`src/rtl/pss_pkg.sv`:
```
// ----------------------------------------------------------------------------
// pss_pkg
// Shared types, constants and voice tables of the polymetric step sequencer.
// ----------------------------------------------------------------------------
package pss_pkg;

    localparam int LANE_COUNT_DEF = 5;
    localparam int MAX_STEPS_DEF  = 32;
    localparam int STEP_BITS_DEF  = 16;

    localparam int CMD_W      = 2;
    localparam int LANE_W     = 3;
    localparam int CELL_SEL_W = 5;
    localparam int LEAD_W     = 9;
    localparam int SPLICE_W   = 4;
    localparam int LEN_IN_W   = 6;
    localparam int STEP_OUT_W = 5;
    localparam int DELAY_W    = 9;
    localparam int NOTE_W     = 7;
    localparam int SLOT_W     = 4;
    localparam int VEL_W      = 3;
    localparam int DUR_W      = 10;

    localparam logic [CMD_W-1:0] CMD_TICK = 2'd0;
    localparam logic [CMD_W-1:0] CMD_CELL = 2'd1;
    localparam logic [CMD_W-1:0] CMD_LANE = 2'd2;
    localparam logic [CMD_W-1:0] CMD_RUN  = 2'd3;

    localparam logic [SPLICE_W-1:0] SPLICE_MAX = 4'd14;
    localparam logic [DELAY_W-1:0]  DELAY_MAX  = 9'd511;
    localparam logic [SLOT_W-1:0]   SLOT_BASE  = 4'd9;
    localparam logic [LANE_W-1:0]   PIPS_LANE  = 3'd2;
    localparam logic [DUR_W-1:0]    PIPS_DUR_DOWN  = 10'd300;
    localparam logic [DUR_W-1:0]    PIPS_DUR_OTHER = 10'd70;

    // width of a stored loop length; reset lengths reach 32
    function automatic int len_width(input int max_steps);
        return $clog2(((max_steps > 32) ? max_steps : 32) + 1);
    endfunction

    function automatic int cell_width(input int max_steps);
        return (max_steps > 2) ? $clog2(max_steps) : 1;
    endfunction

    function automatic int lane_idx_width(input int lane_count);
        return (lane_count > 1) ? $clog2(lane_count) : 1;
    endfunction

    typedef struct packed {
        logic                  cell_we;
        logic                  len_we;
        logic [LANE_W-1:0]     lane;
        logic [CELL_SEL_W-1:0] cell_idx;
        logic                  hit;
        logic [SPLICE_W-1:0]   splice;
        logic [LEN_IN_W-1:0]   len;
        logic                  mute;
    } t_wr_req;

    function automatic logic [NOTE_W-1:0] lane_note(input logic [LANE_W-1:0] lane);
        logic [NOTE_W-1:0] v;
        unique case (lane)
            3'd0:    v = 7'd36;
            3'd1:    v = 7'd79;
            3'd2:    v = 7'd84;
            3'd3:    v = 7'd96;
            3'd4:    v = 7'd70;
            default: v = '0;
        endcase
        return v;
    endfunction

    function automatic logic [VEL_W-1:0] lane_vel(input logic [LANE_W-1:0] lane);
        logic [VEL_W-1:0] v;
        unique case (lane)
            3'd0:    v = 3'd6;
            3'd1:    v = 3'd4;
            3'd2:    v = 3'd3;
            3'd3:    v = 3'd3;
            3'd4:    v = 3'd5;
            default: v = '0;
        endcase
        return v;
    endfunction

    function automatic logic [DUR_W-1:0] lane_dur(input logic [LANE_W-1:0] lane);
        logic [DUR_W-1:0] v;
        unique case (lane)
            3'd0:    v = 10'd130;
            3'd1:    v = 10'd200;
            3'd2:    v = 10'd70;
            3'd3:    v = 10'd25;
            3'd4:    v = 10'd620;
            default: v = '0;
        endcase
        return v;
    endfunction

    function automatic logic [LEN_IN_W-1:0] lane_len0(input logic [LANE_W-1:0] lane);
        logic [LEN_IN_W-1:0] v;
        unique case (lane)
            3'd1:    v = 6'd5;
            3'd2:    v = 6'd7;
            3'd3:    v = 6'd11;
            3'd4:    v = 6'd32;
            default: v = 6'd16;
        endcase
        return v;
    endfunction

endpackage

```
`src/rtl/polymetric_step_sequencer_core.sv`:
```
// ----------------------------------------------------------------------------
// polymetric_step_sequencer_core
// Five-lane polymetric step sequencer: stores cell and lane writes and, on
// each new tick, walks the lanes through one shared modulo unit to emit hits.
// ----------------------------------------------------------------------------
//  channel   | direction | handshake          | payload
//  command   | in        | i_valid / o_ready  | i_cmd .. i_run_on
//  hit       | out       | o_valid / i_ready  | o_hit_lane .. o_last
//
//  Writes and run control are taken in the idle state. A tick that fires
//  walks, per lane and pass, through the modulo start, the shared modulo unit
//  and the lane check, plus a splice memory read for each hit, then a flush
//  state; the lanes get a second pass on the first tick after start.
//  Reset is synchronous; the pattern bits clear at once, no clearing pass.
//  A stalled hit output holds the sequencer once the output register and the
//  parked hit are both full.
// ----------------------------------------------------------------------------
module polymetric_step_sequencer_core #(
    parameter int LANE_COUNT = pss_pkg::LANE_COUNT_DEF,
    parameter int MAX_STEPS  = pss_pkg::MAX_STEPS_DEF,
    parameter int STEP_BITS  = pss_pkg::STEP_BITS_DEF
) (
    input  logic                               i_clk,
    input  logic                               i_rst_n,
    input  logic                               i_valid,
    output logic                               o_ready,
    input  logic [pss_pkg::CMD_W-1:0]          i_cmd,
    input  logic [STEP_BITS-1:0]               i_step_count,
    input  logic [pss_pkg::LEAD_W-1:0]         i_lead_ms,
    input  logic [pss_pkg::LANE_W-1:0]         i_lane_sel,
    input  logic [pss_pkg::CELL_SEL_W-1:0]     i_cell_sel,
    input  logic                               i_hit_bit,
    input  logic [pss_pkg::SPLICE_W-1:0]       i_splice_ms,
    input  logic [pss_pkg::LEN_IN_W-1:0]       i_loop_length,
    input  logic                               i_mute_bit,
    input  logic                               i_run_on,
    output logic                               o_valid,
    input  logic                               i_ready,
    output logic [pss_pkg::LANE_W-1:0]         o_hit_lane,
    output logic [pss_pkg::STEP_OUT_W-1:0]     o_lane_step,
    output logic [pss_pkg::DELAY_W-1:0]        o_delay_ms,
    output logic [pss_pkg::NOTE_W-1:0]         o_note,
    output logic [pss_pkg::SLOT_W-1:0]         o_voice_slot,
    output logic [pss_pkg::VEL_W-1:0]          o_velocity,
    output logic [pss_pkg::DUR_W-1:0]          o_duration_ms,
    output logic                               o_last
);

    localparam int LEN_W  = pss_pkg::len_width(MAX_STEPS);
    localparam int LIDX_W = pss_pkg::lane_idx_width(LANE_COUNT);
    localparam int HIT_W  = pss_pkg::LANE_W + pss_pkg::STEP_OUT_W + pss_pkg::DELAY_W
                            + pss_pkg::NOTE_W + pss_pkg::SLOT_W + pss_pkg::VEL_W
                            + pss_pkg::DUR_W;

    localparam logic [2:0] S_IDLE  = 3'd0;
    localparam logic [2:0] S_START = 3'd1;
    localparam logic [2:0] S_MOD   = 3'd2;
    localparam logic [2:0] S_CHECK = 3'd3;
    localparam logic [2:0] S_PUSH  = 3'd4;
    localparam logic [2:0] S_FLUSH = 3'd5;

    logic [2:0]                  r_state, n_state;
    logic                        r_run, n_run;
    logic                        r_first_pend, n_first_pend;
    logic                        r_first, n_first;
    logic                        r_pass, n_pass;
    logic [pss_pkg::LANE_W-1:0]  r_lane, n_lane;
    logic [STEP_BITS-1:0]        r_prev, n_prev;
    logic [STEP_BITS-1:0]        r_s, n_s;
    logic [STEP_BITS-1:0]        r_nx, n_nx;
    logic [pss_pkg::LEAD_W-1:0]  r_lead, n_lead;
    logic [LEN_W-1:0]            r_st, n_st;
    logic                        r_pend_v, n_pend_v;
    logic [HIT_W-1:0]            r_pend, n_pend;
    logic                        r_out_v, n_out_v;
    logic [HIT_W-1:0]            r_out, n_out;
    logic                        r_out_last, n_out_last;

    pss_pkg::t_wr_req            wr;
    logic                        accept;
    logic                        out_free;
    logic                        lane_ok;
    logic                        cell_ok;
    logic                        mod_start;
    logic                        mod_done;
    logic [LEN_W-1:0]            mod_rem;
    logic [LEN_W-1:0]            lane_len;
    logic                        cell_on;
    logic                        sp_rd;
    logic [pss_pkg::SPLICE_W-1:0] splice;
    logic [pss_pkg::DELAY_W:0]   dsum;
    logic [pss_pkg::DELAY_W-1:0] delay;
    logic [pss_pkg::DUR_W-1:0]   dur;
    logic [HIT_W-1:0]            hit;
    logic                        lane_end;

    assign o_ready  = (r_state == S_IDLE);
    assign accept   = i_valid && o_ready;
    assign out_free = !r_out_v || i_ready;
    assign lane_ok  = {1'b0, i_lane_sel} < 4'(LANE_COUNT);
    assign cell_ok  = 7'(i_cell_sel) < 7'(MAX_STEPS);
    assign lane_end = (r_lane == pss_pkg::LANE_W'(LANE_COUNT - 1));

    always_comb begin
        wr          = '0;
        wr.lane     = i_lane_sel;
        wr.cell_idx = i_cell_sel;
        wr.hit      = i_hit_bit;
        wr.splice   = i_splice_ms;
        wr.len      = i_loop_length;
        wr.mute     = i_mute_bit;
        wr.cell_we  = accept && (i_cmd == pss_pkg::CMD_CELL) && lane_ok && cell_ok;
        wr.len_we   = accept && (i_cmd == pss_pkg::CMD_LANE) && lane_ok;
    end

    pss_lane_store #(
        .LANE_COUNT (LANE_COUNT),
        .MAX_STEPS  (MAX_STEPS)
    ) u_store (
        .i_clk     (i_clk),
        .i_rst_n   (i_rst_n),
        .i_wr      (wr),
        .i_rd_lane (LIDX_W'(r_lane)),
        .i_rd_step (r_st),
        .i_sp_rd   (sp_rd),
        .o_len     (lane_len),
        .o_cell_on (cell_on),
        .o_splice  (splice)
    );

    pss_mod_unit #(
        .STEP_BITS (STEP_BITS),
        .MAX_STEPS (MAX_STEPS)
    ) u_mod (
        .i_clk      (i_clk),
        .i_rst_n    (i_rst_n),
        .i_start    (mod_start),
        .i_dividend (r_pass ? r_s : r_nx),
        .i_divisor  (lane_len),
        .o_done     (mod_done),
        .o_rem      (mod_rem)
    );

    // hit record for the lane under test
    assign dsum = {1'b0, r_lead} + (pss_pkg::DELAY_W + 1)'(splice);
    always_comb begin
        if (r_pass) begin
            delay = '0;
        end else if (dsum > {1'b0, pss_pkg::DELAY_MAX}) begin
            delay = pss_pkg::DELAY_MAX;
        end else begin
            delay = pss_pkg::DELAY_W'(dsum);
        end
        if (r_lane == pss_pkg::PIPS_LANE) begin
            dur = (r_st == '0) ? pss_pkg::PIPS_DUR_DOWN : pss_pkg::PIPS_DUR_OTHER;
        end else begin
            dur = pss_pkg::lane_dur(r_lane);
        end
    end

    assign hit = {r_lane, pss_pkg::STEP_OUT_W'(r_st), delay, pss_pkg::lane_note(r_lane),
                  pss_pkg::SLOT_W'(pss_pkg::SLOT_BASE + pss_pkg::SLOT_W'(r_lane)),
                  pss_pkg::lane_vel(r_lane), dur};

    always_comb begin
        n_state      = r_state;
        n_run        = r_run;
        n_first_pend = r_first_pend;
        n_first      = r_first;
        n_pass       = r_pass;
        n_lane       = r_lane;
        n_prev       = r_prev;
        n_s          = r_s;
        n_nx         = r_nx;
        n_lead       = r_lead;
        n_st         = r_st;
        n_pend_v     = r_pend_v;
        n_pend       = r_pend;
        n_out_v      = r_out_v && !i_ready;
        n_out        = r_out;
        n_out_last   = r_out_last;
        mod_start    = 1'b0;
        sp_rd        = 1'b0;

        unique case (r_state)
            S_IDLE: begin
                if (accept) begin
                    unique case (i_cmd)
                        pss_pkg::CMD_TICK: begin
                            if (r_run && (r_first_pend || (i_step_count != r_prev))) begin
                                n_prev       = i_step_count;
                                n_first_pend = 1'b0;
                                n_first      = r_first_pend;
                                n_s          = i_step_count;
                                n_nx         = i_step_count + 1'b1;
                                n_lead       = i_lead_ms;
                                n_pass       = 1'b0;
                                n_lane       = '0;
                                n_state      = S_START;
                            end
                        end
                        pss_pkg::CMD_RUN: begin
                            n_run        = i_run_on;
                            n_first_pend = 1'b1;
                        end
                        pss_pkg::CMD_CELL, pss_pkg::CMD_LANE: begin
                        end
                        default: begin
                        end
                    endcase
                end
            end
            S_START: begin
                mod_start = 1'b1;
                n_state   = S_MOD;
            end
            S_MOD: begin
                if (mod_done) begin
                    n_st    = mod_rem;
                    n_state = S_CHECK;
                end
            end
            S_CHECK: begin
                if (cell_on) begin
                    sp_rd   = 1'b1;
                    n_state = S_PUSH;
                end
            end
            S_PUSH: begin
                if (!r_pend_v) begin
                    n_pend_v = 1'b1;
                    n_pend   = hit;
                end else if (out_free) begin
                    n_out_v    = 1'b1;
                    n_out      = r_pend;
                    n_out_last = 1'b0;
                    n_pend     = hit;
                end
            end
            S_FLUSH: begin
                if (!r_pend_v) begin
                    n_state = S_IDLE;
                end else if (out_free) begin
                    n_out_v    = 1'b1;
                    n_out      = r_pend;
                    n_out_last = 1'b1;
                    n_pend_v   = 1'b0;
                    n_state    = S_IDLE;
                end
            end
            default: begin
                n_state = S_IDLE;
            end
        endcase

        // lane advance after a miss, or after the hit is parked
        if ((r_state == S_CHECK && !cell_on)
            || (r_state == S_PUSH && (!r_pend_v || out_free))) begin
            if (!lane_end) begin
                n_lane  = r_lane + 1'b1;
                n_state = S_START;
            end else if (!r_pass && r_first) begin
                n_pass  = 1'b1;
                n_lane  = '0;
                n_state = S_START;
            end else begin
                n_state = S_FLUSH;
            end
        end
    end

    always_ff @(posedge i_clk) begin
        if (!i_rst_n) begin
            r_state      <= S_IDLE;
            r_run        <= 1'b0;
            r_first_pend <= 1'b1;
            r_first      <= 1'b0;
            r_pass       <= 1'b0;
            r_lane       <= '0;
            r_prev       <= '0;
            r_pend_v     <= 1'b0;
            r_out_v      <= 1'b0;
        end else begin
            r_state      <= n_state;
            r_run        <= n_run;
            r_first_pend <= n_first_pend;
            r_first      <= n_first;
            r_pass       <= n_pass;
            r_lane       <= n_lane;
            r_prev       <= n_prev;
            r_pend_v     <= n_pend_v;
            r_out_v      <= n_out_v;
        end
        r_s        <= n_s;
        r_nx       <= n_nx;
        r_lead     <= n_lead;
        r_st       <= n_st;
        r_pend     <= n_pend;
        r_out      <= n_out;
        r_out_last <= n_out_last;
    end

    assign o_valid = r_out_v;
    assign o_last  = r_out_last;
    assign {o_hit_lane, o_lane_step, o_delay_ms, o_note, o_voice_slot, o_velocity,
            o_duration_ms} = r_out;

    a_idle_no_pending: assert property (@(posedge i_clk) disable iff (!i_rst_n)
        (r_state == S_IDLE) |-> !r_pend_v)
        else $error("pending hit left behind");

    a_done_in_mod: assert property (@(posedge i_clk) disable iff (!i_rst_n)
        mod_done |-> (r_state == S_MOD))
        else $error("modulo result outside wait state");

    a_lane_range: assert property (@(posedge i_clk) disable iff (!i_rst_n)
        o_valid |-> ({1'b0, o_hit_lane} < 4'(LANE_COUNT)))
        else $error("hit on a lane that does not exist");

    a_push_after_read: assert property (@(posedge i_clk) disable iff (!i_rst_n)
        (r_state == S_PUSH) |-> ($past(r_state) == S_CHECK || $past(r_state) == S_PUSH))
        else $error("hit formed without splice read");

endmodule

```
`src/rtl/pss_mod_unit.sv`:
```
// ----------------------------------------------------------------------------
// pss_mod_unit
// Shared restoring remainder unit: step index modulo loop length, one bit
// per cycle.
// ----------------------------------------------------------------------------
module pss_mod_unit #(
    parameter int STEP_BITS = pss_pkg::STEP_BITS_DEF,
    parameter int MAX_STEPS = pss_pkg::MAX_STEPS_DEF
) (
    input  logic                 i_clk,
    input  logic                 i_rst_n,
    input  logic                 i_start,
    input  logic [STEP_BITS-1:0] i_dividend,
    input  logic [pss_pkg::len_width(MAX_STEPS)-1:0] i_divisor,
    output logic                 o_done,
    output logic [pss_pkg::len_width(MAX_STEPS)-1:0] o_rem
);

    localparam int LEN_W = pss_pkg::len_width(MAX_STEPS);
    localparam int CNT_W = $clog2(STEP_BITS);

    logic                 r_busy, n_busy;
    logic                 r_done, n_done;
    logic [CNT_W-1:0]     r_cnt, n_cnt;
    logic [STEP_BITS-1:0] r_dvd, n_dvd;
    logic [LEN_W-1:0]     r_div, n_div;
    logic [LEN_W-1:0]     r_rem, n_rem;
    logic [LEN_W:0]       trial;

    assign trial = {r_rem, r_dvd[STEP_BITS-1]};

    always_comb begin
        n_busy = r_busy;
        n_done = 1'b0;
        n_cnt  = r_cnt;
        n_dvd  = r_dvd;
        n_div  = r_div;
        n_rem  = r_rem;
        if (i_start) begin
            n_busy = 1'b1;
            n_cnt  = CNT_W'(STEP_BITS - 1);
            n_dvd  = i_dividend;
            n_div  = i_divisor;
            n_rem  = '0;
        end else if (r_busy) begin
            n_dvd = {r_dvd[STEP_BITS-2:0], 1'b0};
            if (trial >= {1'b0, r_div}) begin
                n_rem = LEN_W'(trial - {1'b0, r_div});
            end else begin
                n_rem = LEN_W'(trial);
            end
            n_cnt = r_cnt - 1'b1;
            if (r_cnt == '0) begin
                n_busy = 1'b0;
                n_done = 1'b1;
            end
        end
    end

    always_ff @(posedge i_clk) begin
        if (!i_rst_n) begin
            r_busy <= 1'b0;
            r_done <= 1'b0;
            r_cnt  <= '0;
        end else begin
            r_busy <= n_busy;
            r_done <= n_done;
            r_cnt  <= n_cnt;
        end
        r_dvd <= n_dvd;
        r_div <= n_div;
        r_rem <= n_rem;
    end

    assign o_done = r_done;
    assign o_rem  = r_rem;

    a_rem_below_div: assert property (@(posedge i_clk) disable iff (!i_rst_n)
        o_done |-> (o_rem < r_div))
        else $error("remainder not below divisor");

    a_no_start_busy: assert property (@(posedge i_clk) disable iff (!i_rst_n)
        r_busy |-> !i_start)
        else $error("start while busy");

    a_done_after_busy: assert property (@(posedge i_clk) disable iff (!i_rst_n)
        o_done |-> $past(r_busy))
        else $error("done without work");

endmodule

```
`src/rtl/pss_lane_store.sv`:
```
// ----------------------------------------------------------------------------
// pss_lane_store
// Pattern bits, per-cell splice memory, loop lengths and mutes of all lanes.
// ----------------------------------------------------------------------------
module pss_lane_store #(
    parameter int LANE_COUNT = pss_pkg::LANE_COUNT_DEF,
    parameter int MAX_STEPS  = pss_pkg::MAX_STEPS_DEF
) (
    input  logic             i_clk,
    input  logic             i_rst_n,
    input  pss_pkg::t_wr_req i_wr,
    input  logic [pss_pkg::lane_idx_width(LANE_COUNT)-1:0] i_rd_lane,
    input  logic [pss_pkg::len_width(MAX_STEPS)-1:0]       i_rd_step,
    input  logic             i_sp_rd,
    output logic [pss_pkg::len_width(MAX_STEPS)-1:0]       o_len,
    output logic             o_cell_on,
    output logic [pss_pkg::SPLICE_W-1:0] o_splice
);

    localparam int LEN_W  = pss_pkg::len_width(MAX_STEPS);
    localparam int CW     = pss_pkg::cell_width(MAX_STEPS);
    localparam int LIDX_W = pss_pkg::lane_idx_width(LANE_COUNT);
    localparam int DEPTH  = LANE_COUNT * (2 ** CW);

    logic [MAX_STEPS-1:0]         r_pat [LANE_COUNT];
    logic [LEN_W-1:0]             r_len [LANE_COUNT];
    logic [LANE_COUNT-1:0]        r_mute;
    logic [pss_pkg::SPLICE_W-1:0] r_mem [DEPTH];
    logic [pss_pkg::SPLICE_W-1:0] r_splice;

    logic [LIDX_W-1:0]            wr_lane;
    logic [CW-1:0]                wr_cell;
    logic [pss_pkg::SPLICE_W-1:0] wr_splice;
    logic [LEN_W-1:0]             wr_len;
    logic [LEN_W-1:0]             len_in;
    logic [LIDX_W+CW-1:0]         wr_addr;
    logic [LIDX_W+CW-1:0]         rd_addr;

    assign wr_lane   = LIDX_W'(i_wr.lane);
    assign wr_cell   = CW'(i_wr.cell_idx);
    assign wr_addr   = {wr_lane, wr_cell};
    assign rd_addr   = {i_rd_lane, CW'(i_rd_step)};
    assign wr_splice = (i_wr.splice > pss_pkg::SPLICE_MAX) ? pss_pkg::SPLICE_MAX
                                                           : i_wr.splice;
    assign len_in    = LEN_W'(i_wr.len);

    always_comb begin
        priority if (len_in < LEN_W'(2)) begin
            wr_len = LEN_W'(2);
        end else if (len_in > LEN_W'(MAX_STEPS)) begin
            wr_len = LEN_W'(MAX_STEPS);
        end else begin
            wr_len = len_in;
        end
    end

    always_ff @(posedge i_clk) begin
        if (!i_rst_n) begin
            for (int l = 0; l < LANE_COUNT; l++) begin
                r_pat[l] <= '0;
                r_len[l] <= LEN_W'(pss_pkg::lane_len0(pss_pkg::LANE_W'(l)));
            end
            r_mute <= '0;
        end else begin
            if (i_wr.cell_we) begin
                r_pat[wr_lane][wr_cell] <= i_wr.hit;
            end
            if (i_wr.len_we) begin
                r_len[wr_lane]  <= wr_len;
                r_mute[wr_lane] <= i_wr.mute;
            end
        end
    end

    always_ff @(posedge i_clk) begin
        if (i_wr.cell_we) begin
            r_mem[wr_addr] <= wr_splice;
        end
        if (i_sp_rd) begin
            r_splice <= r_mem[rd_addr];
        end
    end

    assign o_len     = r_len[i_rd_lane];
    assign o_cell_on = (i_rd_step < LEN_W'(MAX_STEPS)) && !r_mute[i_rd_lane]
                       && r_pat[i_rd_lane][CW'(i_rd_step)];
    assign o_splice  = r_splice;

    a_len_floor: assert property (@(posedge i_clk) disable iff (!i_rst_n)
        o_len >= LEN_W'(2))
        else $error("loop length below two");

    a_len_write: assert property (@(posedge i_clk) disable iff (!i_rst_n)
        i_wr.len_we |=> (r_len[$past(wr_lane)] == $past(wr_len)))
        else $error("lane length not written");

    a_no_dual_write: assert property (@(posedge i_clk) disable iff (!i_rst_n)
        !(i_wr.cell_we && i_wr.len_we))
        else $error("cell and lane write together");

endmodule
```
`config.mk`:
```
export PLATFORM = sky130hd
export DESIGN_NAME = polymetric_step_sequencer_core
export DESIGN_NICKNAME = d
export VERILOG_FILES = /design/src/rtl/pss_pkg.sv /design/src/rtl/polymetric_step_sequencer_core.sv /design/src/rtl/pss_mod_unit.sv /design/src/rtl/pss_lane_store.sv
export SDC_FILE = /design/constraint.sdc
export NUM_CORES = 1
export LEC_CHECK = 0
export BUFFER_PORTS_ARGS = -buffer_cell sky130_fd_sc_hd__buf_4
export CORE_ASPECT_RATIO = 2
export CORE_MARGIN = 2
export CORE_UTILIZATION = 41
export DETAILED_ROUTE_END_ITERATION = 12
export HOLD_SLACK_MARGIN = 0.15
export MAX_ROUTING_LAYER = met4
export SLEW_MARGIN = 10
export SYNTH_ARGS = -nofsm -noshare
export SYNTH_HDL_FRONTEND = slang
export SYNTH_HIERARCHICAL = 1
export SYNTH_SLANG_ARGS = --single-unit
```
`constraint.sdc`:
```
create_clock -name i_clk -period 8.7 [get_ports i_clk]
set_input_delay 0 -clock i_clk [delete_from_list [all_inputs] [get_ports i_clk]]
set_output_delay 0 -clock i_clk [all_outputs]
set_load 0.02 [all_outputs]
```
# Word-level counts from Yosys, hierarchy flattened
# Memory sizes are Yosys's and may differ from the RTL's. A register that Yosys moved wholly into a read port is not among the register bits.
# Cells that the tools add are included.
# Widths: inputs -> output; s select.
# totals
regBits	191
ramBits	830
inputBits	52
output_inout_bits	44
wordCells	209
memories	3
# op_classes
add_sub_neg	6
n_lt_le_gt_ge	13
eq_ne	26
mux	92
n_bitwise	2
reduce_logical	45
# memory_table
name	depth	word_bits	rd	rd_clocked_by_memory_dff	wr	line_no	text
u_store.r_mem	160	4	1	1	1	pss_lane_store.sv:28	logic [pss_pkg::SPLICE_W-1:0] r_mem [DEPTH];
u_store.r_pat	5	32	1	1	5	pss_lane_store.sv:25	logic [MAX_STEPS-1:0] r_pat [LANE_COUNT];
u_store.r_len	5	6	1	1	5	pss_lane_store.sv:26	logic [LEN_W-1:0] r_len [LANE_COUNT];
# op_table
operator	n
$mux 32	3
$mux 41	2
$mux 3	20
$mux 6	9
$mux 16	3
$pmux 10 s4	1
$mux 1	36
$pmux 7 s5	1
$reduce_or 32->1	1
$mux 9	3
$pmux 3 s6	1
$add 16x1->16 const B	1
$ne 16x16->1	1
$logic_and 1x1->1	14
$eq 3x2->1 const B	4
$lt 5x6->1 const B	2
$mux 4	3
$pmux 3 s4	1
$add 9x4->10	1
$gt 10x9->1 const B	1
$mux 10	1
$ne 2x2->1 const B	5
$eq 3x3->1 const B	3
$ne 3x1->1 const B	3
41 further kinds	64

# Longest topological paths before layout
# logic_depth
depth_word	11
ltp_mapped	15
ltp_nobuf	10

# Hierarchy
# Netlist, hierarchy kept.
# by_module_without_submodules
module	n_inst	cells_per_inst	area_per_inst_um2	seq_area_each_um2
pss_lane_store	1	2418	39875.7	28567.4
polymetric_step_sequencer_core	1	478	6536.3	4344.2
pss_mod_unit	1	136	1689.1	900.9

# Worst setup path after synthesis
# Ideal clock, no wire load.
# synth_timing
kind	input-to-reg
start	in i_splice_ms[2] (netlist name)
end	mem u_store/r_mem[0][0] (netlist name), data pin
setup_time_ps	1167
arrival_ps	4834
t_required_ps	7533
slack_ps	2699
path_stages	1
n_path_buf	0
path_cell_list	a31oi_1
# synth_between
elab_chain_len	2
# synth_lines
item	line_no	text
start, declared	polymetric_step_sequencer_core.sv:33	input logic [pss_pkg::SPLICE_W-1:0] i_splice_ms,
$gt 4x4->1	pss_lane_store.sv:43	assign wr_splice = (i_wr.splice > pss_pkg::SPLICE_MAX) ? pss_pkg::SPLICE_MAX
$mux 4	pss_lane_store.sv:43	
end, declared	pss_lane_store.sv:28	
# Every way passes these cells.

# Worst setup path in the final report
# layout_timing
start	reg r_st[0]
end	reg u_store.r_splice (netlist bit u_store/o_splice[3]), read port of u_store.r_mem, enable pin
# layout_between
elab_chain_len	5
word_cells_on_any_way	7
classes_between	1 x order compare; 4 x mux; 2 x reduce/logical
# layout_lines
item	line_no	text
start, declared	polymetric_step_sequencer_core.sv:72	logic [LEN_W-1:0] r_st, n_st;
start signal, assigned	polymetric_step_sequencer_core.sv:297	r_st <= n_st;
$bmux 1 s5 or $lt 6x6->1 (tied branches)	pss_lane_store.sv:86, pss_lane_store.sv:85	
$mux 1 (implied by the code) or $logic_and 1x1->1 (tied branches)	pss_lane_store.sv:86, pss_lane_store.sv:85	
$logic_and 1x1->1 (*)	pss_lane_store.sv:86	&& r_pat[i_rd_lane][CW'(i_rd_step)];
via cell_on	polymetric_step_sequencer_core.sv:88	logic cell_on;
$mux 1 (*)	polymetric_step_sequencer_core.sv:224	if (cell_on) begin
$mux 1 (*)	polymetric_step_sequencer_core.sv:185	unique case (r_state)
via sp_rd	polymetric_step_sequencer_core.sv:89	logic sp_rd;
end, declared	pss_lane_store.sv:29	logic [pss_pkg::SPLICE_W-1:0] r_splice;
# The timed path passes the listed nets; every way through them passes the cells marked *. The select of a mux whose other input is x is not followed.
# A chain may end at the register's enable or synchronous reset.

==> flow_metrics.tcl <==
set metrics [dict create \
    status "completed" \
    finalSetupViolations 0 \
    setup_ws_ps 3980 \
    ys_ff_latch 1141 \
    post_drt_wl_per_cell_um 25.4 \
    nets 3174 \
    gp_congestion 0.815 \
    fmax_mhz 212 \
    p_sw_frac 0.208 \
    cts_sinks 1141 \
    r2r_cells 9 \
    fp.dieW_um 246 \
    core_area_sq_mm 0.116 \
    drt_first_pass_iters 5 \
    rsz0062_at_grt "no" \
    synth-edff-count 1096 \
    min_delay_path_depth 4 \
    worst_slew_pin_slew_ps 1260 \
    clock-root-buffer "clkbuf_16" \
    synthArstFlopShare 0 \
    start_util 0.414 \
    rows 177 \
    critPathCaptureType "register" \
    worst_hold_path.endpoint "u_store/r_mute[0]" \
    power.density_mw_per_mm2 198 \
    cts.clk_slew.worst_paths_ps 70 \
    grt_max_degree 139 \
    ir_drop_v 0.000146 \
    start_kind "register" \
    cts_tree "done" \
    htree_levels 3 \
    path_max_fanout 30 \
    syn_nets 3104 \
    drc_errors 0 \
    crit_type "register to register" \
    power_frac_comb 0.031 \
    vias 26967 \
    min_from "i_mute_bit" \
    pwr-share-seq 0.569 \
    slew_headroom 0.156 \
    vias_per_cell 5.73 \
    dpl.hpwl_um 73700 \
    rrSetupSlack_ps 3980 \
    grt.total_usage 0.205 \
    required_ps 9010 \
    ant_nets 0 \
    finClkSkew_ps 31.0 \
    drv_cap 0 \
    post-route-min-period_ps 4720 \
    hold_slack_ps 208 \
    clock_latency_ps 700 \
    drtIter0Drc 2348 \
    p_clk_frac 0.400 \
    power.internal_mw 8.43 \
    syn_area_sq_mm 0.0481 \
    synth_cell_types 81 \
    drv_slew 0 \
    portBuffers 95 \
    grt_pass1_vias 28230 \
    slowest_delay_ps 920 \
    postSynthCellCount 3032 \
    utilization 0.463 \
    avgSynthCellArea_sq_um 15.9 \
    grt_pass1_wl_um 176000 \
    die-area_sq_mm 0.120 \
    chipHeight_um 488 \
    synth_warnings 6 \
    antenna_found_initial 3 \
    hold_viol 0 \
    area_delta_synth_final_pct 12.0 \
    timing.rr.end "u_store/o_splice[3]" \
    crit_slowest_cell "clkinv_1" \
    power.switching_mw 2.21 \
    synth-seq-area-share 0.703 \
    clock_path_buffers 3 \
    hold_class "input pin to register" \
    rr_startpoint "r_st[0]" \
    drive_gt1_frac 0.185 \
    power_mw 10.6 \
    cp_cell_sequence "buf_4 > clkinv_1 > a211oi_1 > o21ai_0 > o211ai_1 > nor3_1 > o32ai_1 > inv_1 > nor2_1" \
    dp_slack_ps 4010 \
    tns_ps 0 \
    arrival_ps 5020 \
    ioPinCount 96 \
    grt_overflow 0 \
    wl_um 119000 \
    period_share 0.542 \
    p_leak_nw 16.6 \
    numCtsBuffers 94 \
    synthFlopType "edfxtp_1" \
]
[synth_stat cells, drive strengths merged, types with 4 or more instances]
| master | number | share of area |
|---|---|---|
| edfxtp | 1096 | 0.68 |
| nor2 | 485 | 0.038 |
| mux4 | 233 | 0.11 |
| o21ai | 191 | 0.020 |
| clkbuf | 163 | 0.013 |
| nand2 | 150 | 0.012 |
| buf | 80 | 0.011 |
| mux2i | 55 | 0.011 |
| nand3 | 51 | 0.0053 |
| dfxtp | 45 | 0.019 |
| mux2 | 44 | 0.010 |
| inv | 38 | 0.0030 |
| o22ai | 37 | 0.0048 |
| a21oi | 33 | 0.0034 |
| nor3 | 28 | 0.0030 |
| o221ai | 27 | 0.0050 |
| xor2 | 21 | 0.0038 |
| xnor2 | 20 | 0.0036 |
| ha | 18 | 0.0047 |
| nand2b | 18 | 0.0023 |
| o2111ai | 18 | 0.0034 |
| nor2b | 17 | 0.0022 |
| nor4 | 17 | 0.0025 |
| a211oi | 13 | 0.0020 |
| and2 | 13 | 0.0017 |
| nand4 | 13 | 0.0017 |
| a22oi | 8 | 0.0012 |
| or3 | 8 | 0.0011 |
| and3 | 7 | 0.00094 |
| a31oi | 6 | 0.00091 |
| nand3b | 6 | 0.00094 |
| a22o | 5 | 0.00091 |
| a41oi | 5 | 0.00091 |
| a2111oi | 4 | 0.0011 |
| nor3b | 4 | 0.00062 |
| o21a | 4 | 0.00062 |
| or2 | 4 | 0.00052 |
[kinds of logic after synthesis]
logic type / share of synthesized area
muxes: 0.131
xor gates and xnor gates: 0.00747
DFF: 0.703
AOI/OAI and AO/OA: 0.0490
buffers and inverters: 0.0280
adders and majority gates: 0.00551
and+or+nand+nor: 0.0759
[routing by layer]
metal,track usage,routed length [um],share of wire,vias up
li1,-,-,-,11811
met1,0.215,41200,0.34,13851
met3,0.0281,6900,0.058,279
met4,0.100,6050,0.051,0
met2,0.373,65300,0.55,1026
met5,-,0,0,-
[layout make-up]
cell class | instances | area, sq um
Sequential cell | 1141 | 33800
Inverter | 40 | 150
Clock buffer | 110 | 2490
Antenna cell | 3 | 7.51
Timing Repair Buffer | 218 | 1900
Fill cell | 9836 | 62400
Multi-Input combinational cell | 1607 | 13000
Tap cell | 1521 | 1900
Clock inverter | 63 | 576
[state kept, by name, summed over array words and instances (netlist names), 3 cells and up]
signal / flops
u_store/r_mem: 640
r_st: 6
r_state: 3
r_lead: 9
u_store/o_splice: 4
r_prev: 16
u_mod/r_dvd: 16
r_s: 16
u_mod/r_cnt: 4
r_lane: 3
r_pend: 39
u_store/r_len: 48
r_out: 39
r_nx: 16
u_store/r_mute: 5
u_mod/r_div: 6
u_mod/o_rem: 6
u_store/r_pat: 256
[how the worst max path moves through the flow]
stage,from,cells past startpoint,endpoint,slack (ps)
floorplan,i_splice_ms[2],1,u_store/r_mem[0][0],2700
global placement,r_st[0],9,u_store/o_splice[0],3950
detailed placement,r_st[0],9,u_store/o_splice[0],4010
CTS,r_st[0],9,u_store/o_splice[3],3960
global route,r_st[0],9,u_store/o_splice[3],3760
finish,r_st[0],9,u_store/o_splice[3],3980
[what timing repair did]
| item | CTS | global route |
|---|---|---|
| resized for setup | 0 | 0 |
| hold endpoints to repair | 590 | 0 |
| hold buffers | 88 | 0 |
| buffers inserted | 0 | 0 |
[power by group through the flow]
stage	combinational [mW]	clock (mW)	sequential, mW
floorplan	0.175	0	6.19
global placement	0.289	0	6.18
detailed placement	0.299	0	6.18
CTS	0.330	4.35	6.06
global route	0.357	4.54	6.06
finish	0.328	4.26	6.06
[per-stage QoR]
stage	instances	cell area [sq um]
floorplan	3032	48100
global placement	4439	49900
detailed placement	4439	49900
CTS	4700	53900
global route	4703	53900
finish	4703	53900
[placed cells by master (no fill, tap or decap), types with 33 or more instances in the layout]
| cell type | count |
|---|---|
| buf_4 | 126 |
| o22ai_1 | 37 |
| nor2_1 | 483 |
| clkbuf_16 | 96 |
| mux2_2 | 44 |
| dlygate4sd3_1 | 88 |
| dfxtp_1 | 42 |
| mux4_2 | 228 |
| a21oi_1 | 33 |
| edfxtp_1 | 1096 |
| nand3_1 | 51 |
| mux2i_1 | 55 |
| nand2_1 | 144 |
| inv_1 | 37 |
| o21ai_0 | 190 |
[worst max-delay path, delay by kind of cell, from the launching register on]
kind | cells | cell delay [ps]
compound gates | 4 | 1750
flops | 1 | 320
buf+inv | 3 | 1520
simple gates | 2 | 730
Power figures use the tool's default switching activity.
